<file path="src/rtl/core/tod_pkg.sv">
// ----------------------------------------------------------------------------
// tod_pkg: shared types and constants for the time-of-day clock
// Command codes, time unit lengths, reciprocal constants for the
// seconds/minutes/hours split and the chunk tables for the day reduction.
// ----------------------------------------------------------------------------
package tod_pkg;

  typedef enum logic [1:0] {
    CMD_SET     = 2'd0,
    CMD_ADVANCE = 2'd1,
    CMD_READ    = 2'd2
  } cmd_t;

  localparam logic [36:0] DAY_US    = 37'd86400000000;
  localparam logic [36:0] HOUR_US   = 37'd3600000000;
  localparam logic [36:0] MINUTE_US = 37'd60000000;
  localparam logic [36:0] SECOND_US = 37'd1000000;

  // The day length is 2^13 times an odd factor, so the low 13 bits of the
  // elapsed time pass through and only the upper part is reduced.
  localparam int          TICK_SHIFT = 13;
  localparam longint      TICK_MOD   = 64'd10546875;

  // Reciprocals: seconds = (micros >> 6) / 15625, hours = (secs >> 4) / 225,
  // whole minutes = (secs >> 2) / 15. All are exact over the ranges used.
  localparam logic [31:0] SEC_RECIP  = 32'd2251799814;
  localparam logic [13:0] HOUR_RECIP = 14'd9321;
  localparam logic [15:0] MIN_RECIP  = 16'd34953;

  typedef logic [23:0] mod_tbl_t [128];

  // 2^e reduced by the odd factor, by repeated doubling.
  function automatic longint pow2_mod(input int e);
    longint r;
    r = 1;
    for (int i = 0; i < e; i++) begin
      r = r * 2;
      if (r >= TICK_MOD) r = r - TICK_MOD;
    end
    return r;
  endfunction

  // Entry j holds j * w reduced by the odd factor.
  function automatic mod_tbl_t build_tbl(input longint w);
    mod_tbl_t t;
    longint   acc;
    acc = 0;
    for (int j = 0; j < 128; j++) begin
      t[j] = 24'(acc);
      acc  = acc + w;
      if (acc >= TICK_MOD) acc = acc - TICK_MOD;
    end
    return t;
  endfunction

  localparam mod_tbl_t CHUNK_TBL0 = build_tbl(pow2_mod(24));
  localparam mod_tbl_t CHUNK_TBL1 = build_tbl(pow2_mod(31));
  localparam mod_tbl_t CHUNK_TBL2 = build_tbl(pow2_mod(38));
  localparam mod_tbl_t CHUNK_TBL3 = build_tbl(pow2_mod(45));

endpackage

</file>
<file path="src/rtl/core/time_of_day_clock.sv">
// ----------------------------------------------------------------------------
// time_of_day_clock: microsecond time of day kept from counter snapshots
// Set loads hours, minutes and seconds; advance adds the time elapsed since
// the last set or advance and wraps at one day; every item returns the time.
// ----------------------------------------------------------------------------
//
//  Channel | Ports                                              | Direction
//  --------+----------------------------------------------------+----------
//  input   | in_valid, in_stall, in_cmd, in_timestamp,          | in
//          | in_set_hours, in_set_minutes, in_set_seconds       |
//  result  | out_valid, out_stall, out_hours, out_minutes,      | out
//          | out_seconds, out_micros_of_day, out_day_rolled     |
//
//  One item per cycle is sustained while out_stall is low. An accepted item
//  passes through the eight-register pipeline, stage 0 to stage 7, before
//  it is presented on the result ports.
//  Reset (rst_n low, synchronous) clears the clock and the base timestamp.
//  Each stage advances when the stage behind it is empty or moving, so a
//  stall on the result side fills bubbles before it reaches in_stall.
//
module time_of_day_clock (
  input  logic        clk,
  input  logic        rst_n,
  input  logic        in_valid,
  output logic        in_stall,
  input  logic [1:0]  in_cmd,
  input  logic [63:0] in_timestamp,
  input  logic [4:0]  in_set_hours,
  input  logic [5:0]  in_set_minutes,
  input  logic [5:0]  in_set_seconds,
  output logic        out_valid,
  input  logic        out_stall,
  output logic [4:0]  out_hours,
  output logic [5:0]  out_minutes,
  output logic [5:0]  out_seconds,
  output logic [36:0] out_micros_of_day,
  output logic        out_day_rolled
);

  localparam int NSTAGE = 8;

  // Stage valid bits and the per-stage load condition.
  logic [NSTAGE-1:0] vld_r, vld_nxt;
  logic [NSTAGE-1:0] rdy;
  logic [NSTAGE-1:0] en;

  // Architectural state: time of day and the base counter value.
  logic [36:0] clock_r, clock_nxt;
  logic [63:0] base_r;

  // Stage 0: input register.
  tod_pkg::cmd_t s0_cmd_r;
  logic [63:0]   s0_stamp_r;
  logic [4:0]    s0_hh_r;
  logic [5:0]    s0_mm_r;
  logic [5:0]    s0_ss_r;

  // Stage 1: elapsed time and the raw set value.
  tod_pkg::cmd_t s1_cmd_r;
  logic [63:0]   s1_elapsed_r;
  logic [36:0]   s1_traw_r;

  // Stage 2: chunk sum of the upper elapsed bits, day overflow, set value.
  tod_pkg::cmd_t s2_cmd_r;
  logic [25:0]   s2_sum_r;
  logic [12:0]   s2_low_r;
  logic          s2_big_r;
  logic [36:0]   s2_tset_r;

  // Stage 3: elapsed time reduced to below one day.
  tod_pkg::cmd_t s3_cmd_r;
  logic [36:0]   s3_emod_r;
  logic          s3_big_r;
  logic [36:0]   s3_tset_r;

  // Stage 4: time after the item.
  logic [36:0]   s4_micros_r;
  logic          s4_rolled_r;

  // Stage 5: seconds reciprocal product.
  logic [62:0]   s5_prod_r;
  logic [36:0]   s5_micros_r;
  logic          s5_rolled_r;

  // Stage 6: seconds of day, hours and whole minutes of day.
  logic [16:0]   s6_secs_r;
  logic [4:0]    s6_hours_r;
  logic [10:0]   s6_mtot_r;
  logic [36:0]   s6_micros_r;
  logic          s6_rolled_r;

  // Stage 7: result register.
  logic [4:0]    s7_hours_r;
  logic [5:0]    s7_minutes_r;
  logic [5:0]    s7_seconds_r;
  logic [36:0]   s7_micros_r;
  logic          s7_rolled_r;

  // Combinational values between stages.
  logic [63:0] elapsed_c;
  logic [36:0] traw_c;
  logic [50:0] upper_c;
  logic [25:0] sum_c;
  logic [25:0] rem_c;
  logic [37:0] acc_c;
  logic        rolled_c;
  logic [26:0] hprod_c;
  logic [30:0] mprod_c;
  logic [16:0] secs_c;

  // --------------------------------------------------------------------------
  // Flow control: a stage loads when it is empty or its content moves on.
  // --------------------------------------------------------------------------
  always_comb begin
    rdy[NSTAGE-1] = !vld_r[NSTAGE-1] || !out_stall;
    for (int k = NSTAGE - 2; k >= 0; k--) begin
      rdy[k] = !vld_r[k] || rdy[k+1];
    end
    en[0] = rdy[0] && in_valid;
    for (int k = 1; k < NSTAGE; k++) begin
      en[k] = rdy[k] && vld_r[k-1];
    end
    vld_nxt[0] = rdy[0] ? in_valid : vld_r[0];
    for (int k = 1; k < NSTAGE; k++) begin
      vld_nxt[k] = rdy[k] ? vld_r[k-1] : vld_r[k];
    end
  end

  assign in_stall  = !rdy[0];
  assign out_valid = vld_r[NSTAGE-1];

  // --------------------------------------------------------------------------
  // Datapath.
  // --------------------------------------------------------------------------
  // Stage 0 to 1: elapsed time modulo 2^64 and the weighted set value.
  assign elapsed_c = s0_stamp_r - base_r;
  assign traw_c    = 37'(s0_hh_r) * tod_pkg::HOUR_US
                   + 37'(s0_mm_r) * tod_pkg::MINUTE_US
                   + 37'(s0_ss_r) * tod_pkg::SECOND_US;

  // Stage 1 to 2: the bits above the low 13 are split into a 24-bit part
  // and four chunks of 7, 7, 7 and 6 bits, each weighted through its own table.
  assign upper_c = s1_elapsed_r[63:tod_pkg::TICK_SHIFT];
  assign sum_c   = 26'(upper_c[23:0])
                 + 26'(tod_pkg::CHUNK_TBL0[upper_c[30:24]])
                 + 26'(tod_pkg::CHUNK_TBL1[upper_c[37:31]])
                 + 26'(tod_pkg::CHUNK_TBL2[upper_c[44:38]])
                 + 26'(tod_pkg::CHUNK_TBL3[{1'b0, upper_c[50:45]}]);

  // Stage 2 to 3: the chunk sum stays below six times the odd factor, so
  // the largest multiple not above it is found by parallel compares.
  always_comb begin
    rem_c = s2_sum_r;
    for (int k = 1; k <= 5; k++) begin
      if (s2_sum_r >= 26'(k * tod_pkg::TICK_MOD)) begin
        rem_c = s2_sum_r - 26'(k * tod_pkg::TICK_MOD);
      end
    end
  end

  // Stage 3 to 4: apply the command to the clock.
  always_comb begin
    clock_nxt = clock_r;
    rolled_c  = 1'b0;
    acc_c     = 38'(clock_r) + 38'(s3_emod_r);
    unique case (s3_cmd_r)
      tod_pkg::CMD_SET: begin
        clock_nxt = s3_tset_r;
      end
      tod_pkg::CMD_ADVANCE: begin
        // Elapsed time of a day or more always crosses midnight.
        rolled_c = s3_big_r || (acc_c >= 38'(tod_pkg::DAY_US));
        if (acc_c >= 38'(tod_pkg::DAY_US)) begin
          clock_nxt = 37'(acc_c - 38'(tod_pkg::DAY_US));
        end else begin
          clock_nxt = acc_c[36:0];
        end
      end
      default: begin
        clock_nxt = clock_r;
      end
    endcase
  end

  // Stage 5 to 6: seconds of day, then hours and minutes of day from it.
  assign secs_c  = s5_prod_r[61:45];
  assign hprod_c = 27'(secs_c[16:4]) * 27'(tod_pkg::HOUR_RECIP);
  assign mprod_c = 31'(secs_c[16:2]) * 31'(tod_pkg::MIN_RECIP);

  // --------------------------------------------------------------------------
  // Registers.
  // --------------------------------------------------------------------------
  always_ff @(posedge clk) begin
    if (!rst_n) begin
      vld_r   <= '0;
      clock_r <= '0;
      base_r  <= '0;
    end else begin
      vld_r <= vld_nxt;
      if (en[1] && (s0_cmd_r == tod_pkg::CMD_SET || s0_cmd_r == tod_pkg::CMD_ADVANCE)) begin
        base_r <= s0_stamp_r;
      end
      if (en[4]) begin
        clock_r <= clock_nxt;
      end
    end
  end

  always_ff @(posedge clk) begin
    if (en[0]) begin
      s0_cmd_r   <= tod_pkg::cmd_t'(in_cmd);
      s0_stamp_r <= in_timestamp;
      s0_hh_r    <= in_set_hours;
      s0_mm_r    <= in_set_minutes;
      s0_ss_r    <= in_set_seconds;
    end
    if (en[1]) begin
      s1_cmd_r     <= s0_cmd_r;
      s1_elapsed_r <= elapsed_c;
      s1_traw_r    <= traw_c;
    end
    if (en[2]) begin
      s2_cmd_r  <= s1_cmd_r;
      s2_sum_r  <= sum_c;
      s2_low_r  <= s1_elapsed_r[tod_pkg::TICK_SHIFT-1:0];
      s2_big_r  <= (s1_elapsed_r >= 64'(tod_pkg::DAY_US));
      s2_tset_r <= (s1_traw_r >= tod_pkg::DAY_US) ? (s1_traw_r - tod_pkg::DAY_US)
                                                   : s1_traw_r;
    end
    if (en[3]) begin
      s3_cmd_r  <= s2_cmd_r;
      s3_emod_r <= {rem_c[23:0], s2_low_r};
      s3_big_r  <= s2_big_r;
      s3_tset_r <= s2_tset_r;
    end
    if (en[4]) begin
      s4_micros_r <= clock_nxt;
      s4_rolled_r <= rolled_c;
    end
    if (en[5]) begin
      s5_prod_r   <= 63'(s4_micros_r[36:6]) * 63'(tod_pkg::SEC_RECIP);
      s5_micros_r <= s4_micros_r;
      s5_rolled_r <= s4_rolled_r;
    end
    if (en[6]) begin
      s6_secs_r   <= secs_c;
      s6_hours_r  <= hprod_c[25:21];
      s6_mtot_r   <= mprod_c[29:19];
      s6_micros_r <= s5_micros_r;
      s6_rolled_r <= s5_rolled_r;
    end
    if (en[7]) begin
      s7_hours_r   <= s6_hours_r;
      s7_minutes_r <= 6'(s6_mtot_r - 11'(s6_hours_r) * 11'd60);
      s7_seconds_r <= 6'(s6_secs_r - 17'(s6_mtot_r) * 17'd60);
      s7_micros_r  <= s6_micros_r;
      s7_rolled_r  <= s6_rolled_r;
    end
  end

  assign out_hours         = s7_hours_r;
  assign out_minutes       = s7_minutes_r;
  assign out_seconds       = s7_seconds_r;
  assign out_micros_of_day = s7_micros_r;
  assign out_day_rolled    = s7_rolled_r;

`ifndef SYNTHESIS
  // The kept time of day never reaches one day.
  a_clock_below_day: assert property (@(posedge clk) disable iff (!rst_n)
    clock_r < tod_pkg::DAY_US)
    else $error("clock value reached one day");

  // With the result register empty, every stage can load.
  a_no_stall_when_empty: assert property (@(posedge clk) disable iff (!rst_n)
    !out_valid |-> !in_stall)
    else $error("input stalled while the result register is empty");

  // The split fields stay within their ranges.
  a_fields_in_range: assert property (@(posedge clk) disable iff (!rst_n)
    out_valid |-> (out_hours < 5'd24 && out_minutes < 6'd60 && out_seconds < 6'd60))
    else $error("time fields out of range");

  // An accepted item is held in the input register next cycle.
  a_input_moves: assert property (@(posedge clk) disable iff (!rst_n)
    (in_valid && !in_stall) |=> vld_r[0])
    else $error("accepted item lost at the input register");
`endif

endmodule
</file>
<file path="config.mk">
export PLATFORM = sky130hd
export DESIGN_NAME = time_of_day_clock
export DESIGN_NICKNAME = d
export VERILOG_FILES = /design/src/rtl/core/tod_pkg.sv /design/src/rtl/core/time_of_day_clock.sv
export SDC_FILE = /design/constraint.sdc
export NUM_CORES = 2
export LEC_CHECK = 0
export ABC_AREA = 1
export BUFFER_PORTS_ARGS = -buffer_cell sky130_fd_sc_hd__buf_4
export CORE_ASPECT_RATIO = 1.75
export CORE_MARGIN = 4
export CORE_UTILIZATION = 60
export CTS_CLUSTER_DIAMETER = 120
export CTS_CLUSTER_SIZE = 8
export DETAILED_ROUTE_END_ITERATION = 10
export PLACE_DENSITY = 0.84
export SLEW_MARGIN = 20
export SYNTH_ARGS = -nofsm -noshare
export SYNTH_HDL_FRONTEND = slang
export SYNTH_SLANG_ARGS = --single-unit
</file>
<file path="constraint.sdc">
create_clock -name clk -period 12.2 [get_ports clk]
set_clock_uncertainty 0.15 [all_clocks]
set_input_delay 3.66 -clock clk [delete_from_list [all_inputs] [get_ports clk]]
set_output_delay 3.66 -clock clk [all_outputs]
set_load 0.005 [all_outputs]
</file>
==> impl_metrics.env <==
export IMPL_outcome="finished clean"
export IMPL_first_global_vias=66300
export IMPL_wire_length_reported_by_the_detailed_router_um=269000
export IMPL_timing_reg2reg_worst_path_depth=27
export IMPL_ys_warnings_count=0
export IMPL_async_reset_ff_share_pct=0
export IMPL_dr_total_vias=64500
export IMPL_detail_route_first_pass_iterations=9
export IMPL_grt_usage_pct=43.6
export IMPL_clkSlewWorstSetupHoldPaths_ps=60
export IMPL_power_static_leakage_uw=0.0365
export IMPL_fin_crit_sh_pct=80.2
export IMPL_worst_slew_margin_rel_pct=15.1
export IMPL_timing_hold_ws_ps=253
export IMPL_postSynthRegisterBits=636
export IMPL_io_pins=144
export IMPL_die_h_um=462
export IMPL_maximum_fanout_encountered_on_the_critical_timing_path=3
export IMPL_reg2reg_slack_ps=3220
export IMPL_cts_hold_buffers_added=0
export IMPL_syn_area_um2=70500
export IMPL_vdd_ir_drop_max_v=0.000267
export IMPL_worstSetupPathType="in -> out"
export IMPL_initial_core_util_pct=60.3
export IMPL_clock_insertion_delay_worst_skew_ps=740
export IMPL_mostFrequentLayoutCell="inv_1"
export IMPL_port_buffers=143
export IMPL_launching_element_type_of_the_critical_path="primary input"
export IMPL_layout_common_cells="inv_1, nand2_1, ha_1"
export IMPL_cts_buffers=89
export IMPL_drt_iter0_drc=5677
export IMPL_grt_start_max_net_pins=127
export IMPL_switching_pwr_uw=8360
export IMPL_flow_area_growth_from_synthesis_pct=7.91
export IMPL_synthesis_area_per_instance_um2=8.14
export IMPL_synth_lib_cells_used_distinct=76
export IMPL_synth_seq_area_share_pct=25.5
export IMPL_fillCellCount=9882
export IMPL_worst_hold_path_endpoint="out_micros_of_day[31]"
export IMPL_finalHoldViolCount=0
export IMPL_antenna_violating_nets_post_route=0
export IMPL_syn_instance_count=8669
export IMPL_post_synth_edffs=527
export IMPL_global_route_overflow_total=0
export IMPL_endpoint_kind="output pin"
export IMPL_power_density_cells_nw_per_um2=215
export IMPL_post_cts_resized=0
export IMPL_place_gp_congestion=1.06
export IMPL_antenna_found_initial=23
export IMPL_timing_rr_start="s1_elapsed_r[44]"
export IMPL_cellInternalPower_uw=7980
export IMPL_ctsRootBufferMaster="clkbuf_16"
export IMPL_htreeDepth=3
export IMPL_final_core_utilization_pct=65.1
export IMPL_setup_viol=0
export IMPL_postSynth_topFlopCell="edfxtp_1"
export IMPL_wl_per_cell_um=25.9
export IMPL_max_cap_violations=0
export IMPL_clock_sinks=636
export IMPL_cts_tree="done"
export IMPL_drive_gt1_share_pct=4.84
export IMPL_max_slew_worst_pin_slew_ps=1270
export IMPL_critPathArrivalTime_ps=5980
export IMPL_area_of_the_core_um2=117000
export IMPL_rr_endpoint="s2_sum_r[25]"
export IMPL_cts_post_setup_buffers_inserted=0
export IMPL_hold_start="s6_micros_r[31]"
export IMPL_timing_hold_worst_path_depth=0
export IMPL_num_rows=166
export IMPL_max_clock_path_buffers=3
export IMPL_pwr_share_seq_pct=19.6
export IMPL_fp_dieArea_um2=123000
export IMPL_via_per_inst=6.21
export IMPL_max_freq_ghz=0.102
export IMPL_postSynthNetCount=10200
export IMPL_minimum_clock_period_ps=9790
export IMPL_worst_hold_path_type="reg -> reg"
export IMPL_total_negative_slack_for_setup_checks_ps=0
export IMPL_final_nets=10300
export IMPL_worstPathRequired_ps=8390
export IMPL_die_width_um=267
export IMPL_power_switching_fraction_pct=51.2
export IMPL_dpl_hpwl_um=210000
export IMPL_power_frac_comb_pct=65.6
export IMPL_final_report_max_slew_violation_count=0
export IMPL_grt_pass1_wl_um=399000
export IMPL_remaining_drc_errors=0
export IMPL_rsz_0062_raised_after_global_routing="no"
export IMPL_share_of_total_power_in_the_clock_network_pct=14.7
-- cell type report --
class	instances	area, um2	area share (%)
diodes	19	47.5	0.0625
inverters	1744	6550	8.60
well taps	1512	1890	2.48
flip-flops and latches	636	18000	23.7
clock buffers	150	2480	3.25
multi-input cells	6086	45300	59.5
clock inverters	7	169	0.222
repair buffers	227	1710	2.24
-- cells by family (layout without fill, tap and decap cells) --
logic type	after synthesis	in the layout	synth area share [%]
fa+ha+maj	1418	1418	30.8
buf+inv	1947	2128	10.4
flops	636	636	25.5
other cells	0	19	0
compound gates	1714	1714	14.0
simple gates	2662	2662	15.6
mux	2	2	0.0301
xor+xnor	290	290	3.61
-- metrics by stage --
stage | cell area, um2 | instances | total power, uW | setup slack, ps
detailed placement | 73400 | 10200 | 13500 | 2500
global placement | 73400 | 10200 | 13300 | 2480
finish | 76100 | 10400 | 16300 | 2410
CTS | 76000 | 10400 | 16000 | 2460
floorplan | 70500 | 8669 | 10300 | 1920
global route | 76100 | 10400 | 17400 | 2170
-- synthesized netlist by cell type, types with 101 or more instances --
master	n	share of area [%]
fa_1	532	15
inv_1	1717	9.1
nor2_1	718	3.8
ha_1	886	16
edfxtp_1	527	22
dfxtp_1	109	3.1
xor2_1	188	2.3
nand2_1	1377	7.3
clkbuf_1	170	0.90
o21ai_0	532	3.8
xnor2_1	101	1.3
a21oi_1	669	4.7
nand3_1	323	2.3
-- power groups by stage --
| stage | combinational [uW] | sequential, uW | clock, uW |
|---|---|---|---|
| final | 10700 | 3210 | 2410 |
| after CTS | 10400 | 3190 | 2420 |
| after global routing | 11700 | 3220 | 2530 |
| after floorplan | 7220 | 3090 | 0 |
| after detailed placement | 10300 | 3230 | 0 |
| after global placement | 10100 | 3230 | 0 |
-- worst max path at each step --
stage          startpoint         end  slack, ps  depth (start not counted)
2_1_floorplan   out_stall  base_r[23]       1920                         17
3_3_place_gp    out_stall    in_stall       2480                         16
3_5_place_dp    out_stall    in_stall       2500                         16
4_1_cts         out_stall    in_stall       2460                         16
5_1_grt         out_stall    in_stall       2170                         16
6_report        out_stall    in_stall       2410                         16
-- worst max-delay path, stage by stage --
cell	delay, ps
buf_4	100
nand2_1	80
nor2_1	120
inv_1	100
nor2_1	300
inv_1	120
nor2_1	240
inv_1	90
nor2_1	130
inv_1	90
nor2_1	100
inv_1	80
nor2_1	220
inv_1	110
nor2_1	250
buf_4	170
-- routing by layer --
metal	vias up	global-route usage [%]	wire length [um]
li1	28800	-	-
met5	-	0.397	82
met4	12	46.2	36400
met2	3646	74.6	131000
met1	30300	39.8	80100
met3	1698	11.6	21500
-- sequential cells by signal, indices dropped and copies added, names as in the netlist, 8 cells and up --
signal	flops
s6_micros_r	37
s0_stamp_r	64
s5_micros_r	37
s3_emod_r	37
s3_tset_r	31
base_r	64
s4_micros_r	37
s2_sum_r	26
s2_low_r	13
out_micros_of_day	37
s5_prod_r	17
vld_r	8
clock_r	37
s1_traw_r	31
s2_tset_r	31
s1_elapsed_r	64
Power figures use the tool's default switching activity.
